**src/design/expr_tok_pkg.sv**
```systemverilog
// shared types and constants of the expression tokenizer
`timescale 1ns / 1ps
`default_nettype none

package expr_tok_pkg;

  // width of the saturating character counter
  localparam int unsigned PositionBits = 16;

  // characters with a special role
  localparam logic [7:0] ChSpace      = 8'h20;
  localparam logic [7:0] ChBackslash  = 8'h5c;
  localparam logic [7:0] ChQuote      = 8'h22;
  localparam logic [7:0] ChDot        = 8'h2e;
  localparam logic [7:0] ChUnderscore = 8'h5f;
  localparam logic [7:0] ChEquals     = 8'h3d;
  localparam logic [7:0] ChBang       = 8'h21;
  localparam logic [7:0] ChGreater    = 8'h3e;
  localparam logic [7:0] ChLess       = 8'h3c;

  typedef enum logic [4:0] {
    KindIdent   = 5'd0,
    KindNumber  = 5'd1,
    KindString  = 5'd2,
    KindAnd     = 5'd3,
    KindComma   = 5'd4,
    KindDiff    = 5'd5,
    KindSlash   = 5'd6,
    KindEq      = 5'd7,
    KindGe      = 5'd8,
    KindGt      = 5'd9,
    KindLe      = 5'd10,
    KindLt      = 5'd11,
    KindMinus   = 5'd12,
    KindPercent = 5'd13,
    KindStar    = 5'd14,
    KindColon   = 5'd15,
    KindNot     = 5'd16,
    KindLparen  = 5'd17,
    KindRparen  = 5'd18,
    KindBar     = 5'd19,
    KindPlus    = 5'd20,
    KindUnknown = 5'd21,
    KindEnd     = 5'd22,
    KindUnterm  = 5'd23
  } token_kind_e;

  typedef struct packed {
    logic [7:0] ch;
    logic       end_of_input;
  } in_item_t;

  typedef struct packed {
    logic [4:0]  token_kind;
    logic [7:0]  text_char;
    logic        text_valid;
    logic        token_last;
    logic [15:0] position;
  } out_item_t;

  // results produced by one item, first is delivered before second
  typedef struct packed {
    logic [1:0] cnt;
    out_item_t  first;
    out_item_t  second;
  } push_t;

endpackage

`default_nettype wire

```
**src/design/expr_tok_core.sv**
```systemverilog
// scan state machine and per-byte token decode
`timescale 1ns / 1ps
`default_nettype none

module expr_tok_core (
  input  logic                  clk_i,
  input  logic                  rst_ni,
  input  logic                  fire_i,
  input  expr_tok_pkg::in_item_t item_i,
  output expr_tok_pkg::push_t   push_o
);

  typedef enum logic [10:0] {
    ModeIdle      = 11'b000_0000_0001,
    ModeIdent     = 11'b000_0000_0010,
    ModeIdentEsc  = 11'b000_0000_0100,
    ModeNumber    = 11'b000_0000_1000,
    ModeString    = 11'b000_0001_0000,
    ModeStringEsc = 11'b000_0010_0000,
    ModeBang      = 11'b000_0100_0000,
    ModeGt        = 11'b000_1000_0000,
    ModeLt        = 11'b001_0000_0000,
    ModeDone      = 11'b010_0000_0000,
    ModeHalt      = 11'b100_0000_0000
  } mode_e;

  localparam int unsigned PB = expr_tok_pkg::PositionBits;

  mode_e                   mode_q, mode_d;
  logic [PB-1:0]           count_q, count_d, count_inc;
  logic [15:0]             pos;
  logic [7:0]              ch;
  logic                    is_alpha, is_digit, is_eq;
  mode_e                   st_mode;
  logic                    st_emit, st_text;
  expr_tok_pkg::token_kind_e st_kind;
  expr_tok_pkg::out_item_t st_res;
  expr_tok_pkg::token_kind_e pend_kind;

  function automatic expr_tok_pkg::out_item_t mk(input logic [4:0] kind, input logic [7:0] c,
                                                 input logic tv, input logic tl,
                                                 input logic [15:0] p);
    expr_tok_pkg::out_item_t r;
    r.token_kind = kind;
    r.text_char  = tv ? c : 8'h00;
    r.text_valid = tv;
    r.token_last = tl;
    r.position   = p;
    return r;
  endfunction

  assign ch        = item_i.ch;
  assign is_alpha  = (ch inside {[8'h41:8'h5a], [8'h61:8'h7a]});
  assign is_digit  = (ch inside {[8'h30:8'h39]});
  assign is_eq     = (ch == expr_tok_pkg::ChEquals);
  assign count_inc = (count_q != {PB{1'b1}}) ? count_q + 1'b1 : count_q;
  assign pos       = item_i.end_of_input ? 16'(count_q) : 16'(count_inc);

  // what the byte does when it opens a new token
  always_comb begin
    st_mode = ModeIdle;
    st_emit = 1'b0;
    st_text = 1'b0;
    st_kind = expr_tok_pkg::KindIdent;
    if (ch <= expr_tok_pkg::ChSpace || ch[7]) begin
      st_mode = ModeIdle;
    end else if (ch == expr_tok_pkg::ChBackslash) begin
      st_mode = ModeIdentEsc;
    end else if (is_alpha || ch == expr_tok_pkg::ChUnderscore) begin
      st_mode = ModeIdent;
      st_emit = 1'b1;
      st_text = 1'b1;
      st_kind = expr_tok_pkg::KindIdent;
    end else if (is_digit || ch == expr_tok_pkg::ChDot) begin
      st_mode = ModeNumber;
      st_emit = 1'b1;
      st_text = 1'b1;
      st_kind = expr_tok_pkg::KindNumber;
    end else if (ch == expr_tok_pkg::ChQuote) begin
      st_mode = ModeString;
    end else if (ch == expr_tok_pkg::ChBang) begin
      st_mode = ModeBang;
    end else if (ch == expr_tok_pkg::ChGreater) begin
      st_mode = ModeGt;
    end else if (ch == expr_tok_pkg::ChLess) begin
      st_mode = ModeLt;
    end else begin
      st_emit = 1'b1;
      case (ch)
        "&":     st_kind = expr_tok_pkg::KindAnd;
        ",":     st_kind = expr_tok_pkg::KindComma;
        "/":     st_kind = expr_tok_pkg::KindSlash;
        "=":     st_kind = expr_tok_pkg::KindEq;
        "-":     st_kind = expr_tok_pkg::KindMinus;
        "%":     st_kind = expr_tok_pkg::KindPercent;
        "*":     st_kind = expr_tok_pkg::KindStar;
        ":":     st_kind = expr_tok_pkg::KindColon;
        "(":     st_kind = expr_tok_pkg::KindLparen;
        ")":     st_kind = expr_tok_pkg::KindRparen;
        "|":     st_kind = expr_tok_pkg::KindBar;
        "+":     st_kind = expr_tok_pkg::KindPlus;
        default: begin
          st_kind = expr_tok_pkg::KindUnknown;
          st_mode = ModeHalt;
        end
      endcase
    end
  end

  assign st_res = mk(st_kind, ch, st_text, !st_text, pos);

  // kind of a pending comparison or negation operator
  always_comb begin
    case (mode_q)
      ModeBang: pend_kind = is_eq ? expr_tok_pkg::KindDiff : expr_tok_pkg::KindNot;
      ModeGt:   pend_kind = is_eq ? expr_tok_pkg::KindGe : expr_tok_pkg::KindGt;
      ModeLt:   pend_kind = is_eq ? expr_tok_pkg::KindLe : expr_tok_pkg::KindLt;
      default:  pend_kind = expr_tok_pkg::KindNot;
    endcase
  end

  always_comb begin
    mode_d        = mode_q;
    count_d       = count_q;
    push_o.cnt    = 2'd0;
    push_o.first  = st_res;
    push_o.second = st_res;
    if (fire_i && mode_q != ModeDone && mode_q != ModeHalt) begin
      if (item_i.end_of_input) begin
        push_o.second = mk(expr_tok_pkg::KindEnd, 8'h00, 1'b0, 1'b1, pos);
        mode_d        = ModeDone;
        push_o.cnt    = 2'd2;
        case (mode_q)
          ModeIdent:  push_o.first = mk(expr_tok_pkg::KindIdent, 8'h00, 1'b0, 1'b1, pos);
          ModeNumber: push_o.first = mk(expr_tok_pkg::KindNumber, 8'h00, 1'b0, 1'b1, pos);
          ModeBang:   push_o.first = mk(expr_tok_pkg::KindNot, 8'h00, 1'b0, 1'b1, pos);
          ModeGt:     push_o.first = mk(expr_tok_pkg::KindGt, 8'h00, 1'b0, 1'b1, pos);
          ModeLt:     push_o.first = mk(expr_tok_pkg::KindLt, 8'h00, 1'b0, 1'b1, pos);
          ModeIdentEsc, ModeString, ModeStringEsc: begin
            push_o.first = mk(expr_tok_pkg::KindUnterm, 8'h00, 1'b0, 1'b1, pos);
            push_o.cnt   = 2'd1;
            mode_d       = ModeHalt;
          end
          default: begin
            push_o.first = mk(expr_tok_pkg::KindEnd, 8'h00, 1'b0, 1'b1, pos);
            push_o.cnt   = 2'd1;
          end
        endcase
      end else begin
        count_d = count_inc;
        case (mode_q)
          ModeIdent: begin
            if (ch == expr_tok_pkg::ChBackslash) begin
              mode_d = ModeIdentEsc;
            end else if (is_alpha || is_digit || ch == expr_tok_pkg::ChDot ||
                         ch == expr_tok_pkg::ChUnderscore) begin
              push_o.first = mk(expr_tok_pkg::KindIdent, ch, 1'b1, 1'b0, pos);
              push_o.cnt   = 2'd1;
            end else begin
              // close the identifier, then the byte opens the next token
              push_o.first = mk(expr_tok_pkg::KindIdent, 8'h00, 1'b0, 1'b1, pos);
              push_o.cnt   = st_emit ? 2'd2 : 2'd1;
              mode_d       = st_mode;
            end
          end
          ModeIdentEsc: begin
            push_o.first = mk(expr_tok_pkg::KindIdent, ch, 1'b1, 1'b0, pos);
            push_o.cnt   = 2'd1;
            mode_d       = ModeIdent;
          end
          ModeNumber: begin
            if (is_digit || ch == expr_tok_pkg::ChDot) begin
              push_o.first = mk(expr_tok_pkg::KindNumber, ch, 1'b1, 1'b0, pos);
              push_o.cnt   = 2'd1;
            end else begin
              push_o.first = mk(expr_tok_pkg::KindNumber, 8'h00, 1'b0, 1'b1, pos);
              push_o.cnt   = st_emit ? 2'd2 : 2'd1;
              mode_d       = st_mode;
            end
          end
          ModeString: begin
            if (ch == expr_tok_pkg::ChQuote) begin
              push_o.first = mk(expr_tok_pkg::KindString, 8'h00, 1'b0, 1'b1, pos);
              push_o.cnt   = 2'd1;
              mode_d       = ModeIdle;
            end else if (ch == expr_tok_pkg::ChBackslash) begin
              mode_d = ModeStringEsc;
            end else begin
              push_o.first = mk(expr_tok_pkg::KindString, ch, 1'b1, 1'b0, pos);
              push_o.cnt   = 2'd1;
            end
          end
          ModeStringEsc: begin
            push_o.first = mk(expr_tok_pkg::KindString, ch, 1'b1, 1'b0, pos);
            push_o.cnt   = 2'd1;
            mode_d       = ModeString;
          end
          ModeBang, ModeGt, ModeLt: begin
            push_o.first = mk(pend_kind, 8'h00, 1'b0, 1'b1, pos);
            if (is_eq) begin
              push_o.cnt = 2'd1;
              mode_d     = ModeIdle;
            end else begin
              push_o.cnt = st_emit ? 2'd2 : 2'd1;
              mode_d     = st_mode;
            end
          end
          default: begin
            push_o.first = st_res;
            push_o.cnt   = st_emit ? 2'd1 : 2'd0;
            mode_d       = st_mode;
          end
        endcase
      end
    end
  end

  always_ff @(posedge clk_i or negedge rst_ni) begin
    if (!rst_ni) begin
      mode_q  <= ModeIdle;
      count_q <= '0;
    end else begin
      mode_q  <= mode_d;
      count_q <= count_d;
    end
  end

endmodule

`default_nettype wire

```
**src/design/expr_tok_fifo.sv**
```systemverilog
// four-entry result queue taking up to two results a cycle
`timescale 1ns / 1ps
`default_nettype none

module expr_tok_fifo (
  input  logic                    clk_i,
  input  logic                    rst_ni,
  input  expr_tok_pkg::push_t     push_i,
  output logic                    room_o,
  output logic                    out_valid_o,
  input  logic                    out_stall_i,
  output expr_tok_pkg::out_item_t out_item_o
);

  expr_tok_pkg::out_item_t entry_q [4];
  logic [1:0] rd_ptr_q, rd_ptr_d, wr_ptr_q, wr_ptr_d;
  logic [2:0] count_q, count_d;
  logic       pop;

  assign out_valid_o = (count_q != 3'd0);
  assign out_item_o  = entry_q[rd_ptr_q];
  assign pop         = out_valid_o && !out_stall_i;
  // two free slots needed before an item may be decoded
  assign room_o      = (count_q <= 3'd2);

  assign rd_ptr_d = rd_ptr_q + {1'b0, pop};
  assign wr_ptr_d = wr_ptr_q + push_i.cnt;
  assign count_d  = count_q + {1'b0, push_i.cnt} - {2'b00, pop};

  always_ff @(posedge clk_i or negedge rst_ni) begin
    if (!rst_ni) begin
      rd_ptr_q <= '0;
      wr_ptr_q <= '0;
      count_q  <= '0;
    end else begin
      rd_ptr_q <= rd_ptr_d;
      wr_ptr_q <= wr_ptr_d;
      count_q  <= count_d;
    end
  end

  always_ff @(posedge clk_i) begin
    if (push_i.cnt != 2'd0) begin
      entry_q[wr_ptr_q] <= push_i.first;
    end
    if (push_i.cnt == 2'd2) begin
      entry_q[wr_ptr_q + 2'd1] <= push_i.second;
    end
  end

endmodule

`default_nettype wire

```
**src/design/expression_tokenizer.sv**
```systemverilog
// top level of the streaming expression tokenizer
//
//   channel | direction | handshake               | payload
//   --------+-----------+-------------------------+---------------------------
//   input   | in        | in_valid_i / in_stall_o   | in_item_i   (byte or end)
//   result  | out       | out_valid_o / out_stall_i | out_item_o  (text or token)
//
// an accepted byte waits in the input register until the queue has room, is
// decoded in one pass and is written into the result queue, which offers it
// on the result port
// one item can be taken every cycle while the queue has room; each yields zero
// to two results and an unstalled result port moves one per cycle, so the
// sustained rate is one item per cycle only when items give single results
// reset clears the scan mode, the position counter, the input valid flag and the
// queue pointers; no clearing pass is needed
// in_stall_o rises only when a decoded item would not fit in the queue (fewer
// than two free entries), so back-pressure on the result side reaches the input
// after the queue fills
`timescale 1ns / 1ps
`default_nettype none

module expression_tokenizer (
  input  logic                    clk_i,
  input  logic                    rst_ni,
  input  logic                    in_valid_i,
  output logic                    in_stall_o,
  input  expr_tok_pkg::in_item_t  in_item_i,
  output logic                    out_valid_o,
  input  logic                    out_stall_i,
  output expr_tok_pkg::out_item_t out_item_o
);

  // input register
  logic                   in_valid_q;
  expr_tok_pkg::in_item_t in_item_q;
  logic                   in_accept;
  // decode happens when the queue has space for the worst case burst
  logic                   room;
  logic                   fire;
  expr_tok_pkg::push_t    push;

  assign fire       = in_valid_q && room;
  assign in_stall_o = in_valid_q && !room;
  assign in_accept  = in_valid_i && !in_stall_o;

  always_ff @(posedge clk_i or negedge rst_ni) begin
    if (!rst_ni) begin
      in_valid_q <= 1'b0;
    end else if (in_accept) begin
      in_valid_q <= 1'b1;
    end else if (fire) begin
      in_valid_q <= 1'b0;
    end
  end

  // payload needs no reset
  always_ff @(posedge clk_i) begin
    if (in_accept) begin
      in_item_q <= in_item_i;
    end
  end

  // scan mode, position and the results of one transaction
  expr_tok_core u_core (
    .clk_i  (clk_i),
    .rst_ni (rst_ni),
    .fire_i (fire),
    .item_i (in_item_q),
    .push_o (push)
  );

  // result queue, drives the output port straight from its entries
  expr_tok_fifo u_fifo (
    .clk_i       (clk_i),
    .rst_ni      (rst_ni),
    .push_i      (push),
    .room_o      (room),
    .out_valid_o (out_valid_o),
    .out_stall_i (out_stall_i),
    .out_item_o  (out_item_o)
  );

endmodule

`default_nettype wire

```
**config.mk**
```make
export PLATFORM = sky130hd
export DESIGN_NAME = expression_tokenizer
export DESIGN_NICKNAME = d
export VERILOG_FILES = /design/src/design/expr_tok_pkg.sv /design/src/design/expr_tok_core.sv /design/src/design/expr_tok_fifo.sv /design/src/design/expression_tokenizer.sv
export SDC_FILE = /design/constraint.sdc
export NUM_CORES = 1
export LEC_CHECK = 0
export BUFFER_PORTS_ARGS = -buffer_cell sky130_fd_sc_hd__buf_2
export CORE_MARGIN = 10
export CORE_UTILIZATION = 45
export DETAILED_ROUTE_END_ITERATION = 10
export GPL_TIMING_DRIVEN = 0
export PLACE_DENSITY = 0.69
export SYNTH_ARGS = -nofsm -noshare
export SYNTH_HDL_FRONTEND = slang
export SYNTH_SLANG_ARGS = --single-unit
```
**constraint.sdc**
```tcl
create_clock -name clk_i -period 5.9 [get_ports clk_i]
set_clock_uncertainty 0.05 [all_clocks]
set_input_delay 0.885 -clock clk_i [delete_from_list [all_inputs] [get_ports clk_i]]
set_output_delay 0.885 -clock clk_i [all_outputs]
set_load 0.01 [all_outputs]
```
## Yosys cells after proc, flatten, opt, wreduce, memory -nomap -nowiden

Memories as Yosys holds them, arrays and structs flattened.
Cells that the tools add are included.

| storage, ports and cells | value |
|---|---|
| register bits | 44 |
| RAM bits | 124 |
| input port bits | 13 |
| output and inout bits | 33 |
| logic and storage cells | 151 |
| memories | 1 |

| operators by class | value |
|---|---|
| add/sub/neg operators | 6 |
| order comparisons | 8 |
| eq/ne operators | 34 |
| mux-type cells | 66 |
| reduce and logical (&&, ||, !) cells | 28 |

Memory list:

| memory | words | bits a word | read ports | clocked after memory_dff | wr ports | RTL line | RTL |
|---|---|---|---|---|---|---|---|
| u_fifo.entry_q | 4 | 31 | 1 | 0 | 2 | expr_tok_fifo.sv:15 | `expr_tok_pkg::out_item_t entry_q [4];` |

Operator list:

| operator | number |
|---|---|
| $pmux W33 S6 | 1 |
| $mux W11 | 17 |
| $pmux W31 S6 | 1 |
| $mux W33 | 5 |
| $eq A8 B6 Y1 const B | 16 |
| $pmux W11 S6 | 1 |
| $mux W64 | 1 |
| $pmux W5 S12 | 1 |
| $mux W5 | 9 |
| $mux W16 | 2 |
| $mux W32 | 1 |
| $mux W31 | 1 |
| $eq A8 B7 Y1 const B | 3 |
| $mux W1 | 21 |
| $add A16 B1 Y16 const B | 1 |
| $ge A8 B7 Y1 const B | 2 |
| $le A8 B6 Y1 const B | 2 |
| $le A8 B7 Y1 const B | 2 |
| $ne A16 B16 Y1 const B | 1 |
| $pmux W5 S3 | 1 |
| $reduce_or A12 Y1 | 1 |
| $eq A11 B2 Y1 const B | 1 |
| $eq A11 B3 Y1 const B | 1 |
| $eq A11 B4 Y1 const B | 1 |
| other kinds (28) | 49 |

## Depth between registers and ports, before layout

| logic depth | value |
|---|---|
| word-level depth | 18 |
| gate-level depth with buffers | 12 |
| depth with buffers taken out | 11 |

## By module

Synthesis repeated with hierarchy kept, for this count alone.

| unflattened totals | value |
|---|---|
| cells, all modules | 777 |
| area, all modules | 10062.2 um2 |

Modules (own cells, without submodules):

| module | instances | cells each | area each (um2) | seq. area each (um2) |
|---|---|---|---|---|
| expr_tok_fifo | 1 | 342 | 6632.6 | 3898.7 |
| expr_tok_core | 1 | 420 | 3095.5 | 676.9 |
| expression_tokenizer | 1 | 15 | 334.1 | 295.3 |

## Worst setup path after synthesis

Ideal clock, no wire load.

| timing | value |
|---|---|
| path kind | reg-to-reg |
| start | register u_core.mode_q[4] |
| end | memory u_fifo.entry_q[1][0] (netlist bit), enable pin |
| library setup time | 469 ps |
| data arrival time | 4374 ps |
| required time | 5381 ps |
| path slack | 1007 ps |
| stages on the path, launching flop included | 8 |
| buffers on the path | 1 |
| period minus slack after synthesis | 4893 ps |
| cells stage by stage | dfrtp_1 buf_2 or4_4 nor4b_2 o21ai_0 o2111ai_1 o21ai_0 o32ai_1 |

RTL lines:

| element | RTL line | RTL |
|---|---|---|
| start, declared | expr_tok_core.sv:29 | `mode_e mode_q, mode_d;` |
| start signal, assigned | expr_tok_core.sv:220 | `mode_q <= ModeIdle;` |
| start signal, assigned | expr_tok_core.sv:223 | `mode_q <= mode_d;` |
| end, declared | expr_tok_fifo.sv:15 |  |

## Worst setup path after layout

| timing | value |
|---|---|
| start | register u_core.mode_q[7] |
| end | register u_fifo.count_q[2] |

| between the ends | value |
|---|---|
| cells in the longest elaborated chain, start to end | 7 |
| elaborated cells on any way between the ends | 20 |
| those cells by class | add/sub: 2; eq/ne: 10; mux: 4; reduce/logical: 4 |

Ends and longest elaborated chain:

| element | RTL line | RTL |
|---|---|---|
| $eq A11 B7 Y1 (tied with other cells) | expr_tok_core.sv:133, expr_tok_core.sv:151 |  |
| $reduce_or A3 Y1 or $reduce_or A5 Y1 (tied branches) | - |  |
| $pmux W33 S6 or $mux W2 (tied branches) | expr_tok_core.sv:151, expr_tok_core.sv:133 |  |
| $mux W33 | expr_tok_core.sv:129 | `if (item_i.end_of_input) begin` |
| $mux W64 (*) | expr_tok_core.sv:128 | `if (fire_i && mode_q != ModeDone && mode_q != ModeHalt) begin` |
| $add A3 B2 Y3 (*) | expr_tok_fifo.sv:28 | `assign count_d = count_q + {1'b0, push_i.cnt} - {2'b00, pop};` |
| $sub A3 B1 Y3 (*) | expr_tok_fifo.sv:28 |  |
| via u_fifo.count_d[2] | expr_tok_fifo.sv:17 | `logic [2:0] count_q, count_d;` |
| end signal, assigned | expr_tok_fifo.sv:38 | `count_q <= count_d;` |
| end, declared | expr_tok_fifo.sv:17 |  |

Mark *: on every way through the listed nets, which the timed path passes. The rest lies on a longest branch.
A chain may end at the register's enable or synchronous reset.

==> impl_results.md <==
- Result of the run: complete, no violations
- Per-instance average area after synthesis: approximately 13 sq um
- Max-slew violations: 0
- DIE HEIGHT: 157.0 um
- Area inside the core boundary: 18580 sq um
- Area occupied by registers: 4871 sq um
- Routed wire length per instance: around 21 um
- P&R area growth vs syn: 15.49%
- Highest fanout seen on the critical path: 10
- Met2 routing resource usage after global routing: 28.81%
- DRC violation total after the first TritonRoute iteration: approximately 500
- Std cell rows: 50
- Cts hold-fix bufs: 0
- Met1 GRT Util: a little over a fifth
- Leakage Power: about 3.6 nW
- Tmin final: 4.241 ns
- Effective utilization at floorplan: between 40 and 50%
- Dpl ws: 1.784 ns
- Maximum operating frequency: 235.8 MHz
- Via count: just under 6000
- Clock buffers created by TritonCTS: 17
- Maximum level of the CTS H-tree: 4
- Via-to-Cell Ratio: 5.960
- Max-capacitance violation count: 0
- GRT met3 Usage: around 3.4%
- Power after layout: between 4 and 5 mW
- Die outline area: 24660 sq um
- Hold Vio Cnt, Final: 0
- Post-Syn Nets: approximately 670
- Power density over cell area: 468.2 nW/um^2
- Worst setup SP type: flop
- Fraction of final layout cells sized beyond drive strength 1: 20.33%
- Total length of routed wires: 20590 um
- GRT Resource Usage Total: 17.04%
- Worst setup slack after layout: 1.659 ns
- Clock tree from TritonCTS: done
- HPWL after detailed placement: 14730 um
- Share of total power in sequential cells: 37.0%
- Cell type with the largest total area after synthesis: edfxtp_1
- Cell count after synthesis: 649
- Worst hold path class: flop to flop
- CP endpoint kind: flop
- Fraction of power spent switching nets: between 30 and 40%
- Synthesis Warnings: 0
- GRT busiest layer: met2
- Post-synthesis register bit count: 168
- Number of synthesized flops with an enable pin: 133
- Number of ports placed on the die boundary: between 40 and 50
- Resize count post-CTS: 0
- CTS sink count: 168
- Largest net degree at the start of global routing: 36
- Reg clk slew, reported paths: approximately 0.07 ns
- Number of buffers between clock root and the deepest sink: 2
- Global placement routability congestion: between 0.8 and 0.9
- Type of the setup path with the least slack: flop to flop
- Part of the power in the clock network: 25.0%
- Post-route DRC violation count: 0
- Source-to-sink clock delay at the later pin of the worst-skew pair: 0.43 ns
- Fin crit share: 71.89%
- Global-route wire length before repair: approximately 33000 um
- Top-area cell type share of the netlist area: 47.26%
- Yosys cell types: between 80 and 90
- Worst-case vdd ir drop: 0.0002632 V
- CP required: 6.21 ns
- Unrepaired setup endpoints after global routing: no
- Fill cells: 1547
- Antenna violations before repair: 0
- Synth Cell Area: 8451 sq um
- Number of global-route vias before repair: 5899
- Final Setup Violations: 0
- Cell-internal power: 2.888 mW
- Max-slew headroom at the worst pin: 5.469%
- Horizontal extent of the die: about 160 um
- Count of buffers inserted at the top-level ports: 45
- Antenna Nets Post-Route: 0
- Total global routing overflow: 0
- Switching power: 1.682 mW
- Final Non-Filler Cells: 967
- TritonRoute pass-1 iters: 5
- Arrival @ worst endpoint: 4.55 ns
- Placed Cells incl. Taps: 934
- Combinational power share: between 30% and 40%
- Post-layout net count: 740
- Top_reg_cell synth: edfxtp_1
- Number of diodes added for antenna fixing: 0
- Post-CTS setup repair buffer count: 0
- Synth area leaders: edfxtp_1 47%, dfrtp_1 10%, mux4_2 8.3%
- Area used by multi-input combinational logic: between 3000 and 4000 sq um
- Sequential share of the synthesized area: ~58%
- Share of async-settable or async-resettable flops after synthesis: a little over a fifth
- Library cell used as clock root buffer: clkbuf_16
- Measured slew at the worst slew-check pin: 1.396 ns
[cell usage after synthesis, drive strengths merged, types with 7 or more instances]
master	n
edfxtp	133
nand2	54
o21ai	37
dfrtp	34
mux4	31
clkbuf	29
xnor2	23
nand3	22
nor2b	22
a21oi	21
nor2	20
inv	17
a21boi	14
mux2i	13
nor3	13
or3	10
xor2	10
and3	9
nand2b	9
nand4	9
buf	8
o31ai	7
[flip-flops by register name, indices dropped and copies added (netlist names)]
name,cells
in_item_q,9
in_valid_q,1
u_core.count_q,16
u_core.mode_q,11
u_fifo.count_q,3
u_fifo.entry_q,124
u_fifo.rd_ptr_q,2
u_fifo.wr_ptr_q,2
[power by group through the flow]
| stage | Clock, mW | Combinational [mW] | Sequential [mW] |
|---|---|---|---|
| final | 1.14 | 1.73 | 1.69 |
| after global routing | 1.21 | 1.90 | 1.71 |
| after CTS | 1.16 | 1.75 | 1.69 |
| after detailed placement | 0 | 1.74 | 1.71 |
| after global placement | 0 | 1.62 | 1.72 |
| after floorplan | 0 | 1.13 | 1.68 |
[metal layers]
metal | vias up | wire length [um]
met5 | - | 0
li1 | 2673 | -
met1 | 2869 | 8959
met2 | 191 | 10330
met3 | 30 | 991
met4 | 0 | 313
[layout by cell type, fill, tap and decap left out, types with 5 or more instances in the layout]
| master | count |
|---|---|
| o31ai_1 | 7 |
| dfrtp_1 | 34 |
| nor3_1 | 13 |
| a21boi_0 | 9 |
| nand3_1 | 22 |
| nand2_1 | 53 |
| mux4_2 | 31 |
| a21boi_2 | 5 |
| nand4_1 | 9 |
| edfxtp_1 | 133 |
| nor2b_1 | 22 |
| inv_6 | 5 |
| and3_1 | 9 |
| xor2_1 | 10 |
| nand2b_1 | 9 |
| xnor2_1 | 23 |
| a21oi_1 | 19 |
| ha_1 | 6 |
| or3_1 | 10 |
| o21ai_0 | 31 |
| inv_1 | 15 |
| clkbuf_16 | 17 |
| a21o_1 | 6 |
| and2_1 | 6 |
| mux2i_1 | 13 |
| clkbuf_1 | 29 |
| nor2_1 | 20 |
| buf_2 | 47 |
| buf_1 | 6 |
[through the flow]
step | utilization [%] | TNS (ns) | hold slack [ns] | cell area, sq um
floorplan | - | 0 | 0.4110 | 8451
global placement | 48.27 | -97.52 | 0.4283 | 8969
detailed placement | 49.22 | 0 | 0.4377 | 9145
CTS | 52.49 | 0 | 0.4470 | 9753
global route | 52.53 | 0 | 0.4660 | 9759
finish | 52.53 | 0 | 0.4490 | 9759
[critical path, cell delays in order, from the launching register on]
cell	delay, ns
dfrtp_1	0.36
clkbuf_1	0.22
or3_1	0.54
o311ai_1	1.19
clkbuf_1	0.64
nor2_1	0.19
ha_1	0.27
fa_1	0.38
xnor2_1	0.18
xnor2_1	0.13
[area by class of cell]
class                           instances  area share [%]
Tap cell                              234           3.000
Clock inverter                         15           1.872
Sequential cell                       168           49.91
Inverter                               18          0.7179
Clock buffer                           17           4.359
Buffer                                 37           1.449
Timing Repair Buffer                   52           3.641
Multi-Input combinational cell        426           35.05
[logic make-up after synthesis]
group,Yosys count,synth area share (%)
AND/OR/NAND/NOR,204,13.58
flip-flops,168,57.64
AO/OA/AOI/OAI,135,11.53
buffers and inverters,55,2.502
multiplexers,47,10.20
XOR/XNOR,33,3.420
adder cells (fa/ha/maj),7,1.125
[path summary, 6_finish.rpt]
path                                             endpoint                    startpoint  slack (ns)  cells after the start
setup reg to reg              u_fifo.count_q[2]$_DFF_PN0_  u_core.mode_q[7]$_DFFE_PN0P_        1.66                      9
min in group asynchronous    u_core.mode_q[3]$_DFFE_PN0P_                        rst_ni        0.51                      1
setup / recovery              u_fifo.count_q[2]$_DFF_PN0_  u_core.mode_q[7]$_DFFE_PN0P_        1.66                      9
hold / removal                u_fifo.count_q[2]$_DFF_PN0_   u_fifo.count_q[2]$_DFF_PN0_        0.45                      1
hold reg to reg               u_fifo.count_q[2]$_DFF_PN0_   u_fifo.count_q[2]$_DFF_PN0_        0.45                      1
max in group asynchronous  u_core.count_q[12]$_DFFE_PN0P_                        rst_ni        4.72                      1
Note: power is estimated with default switching activity, not from simulation.
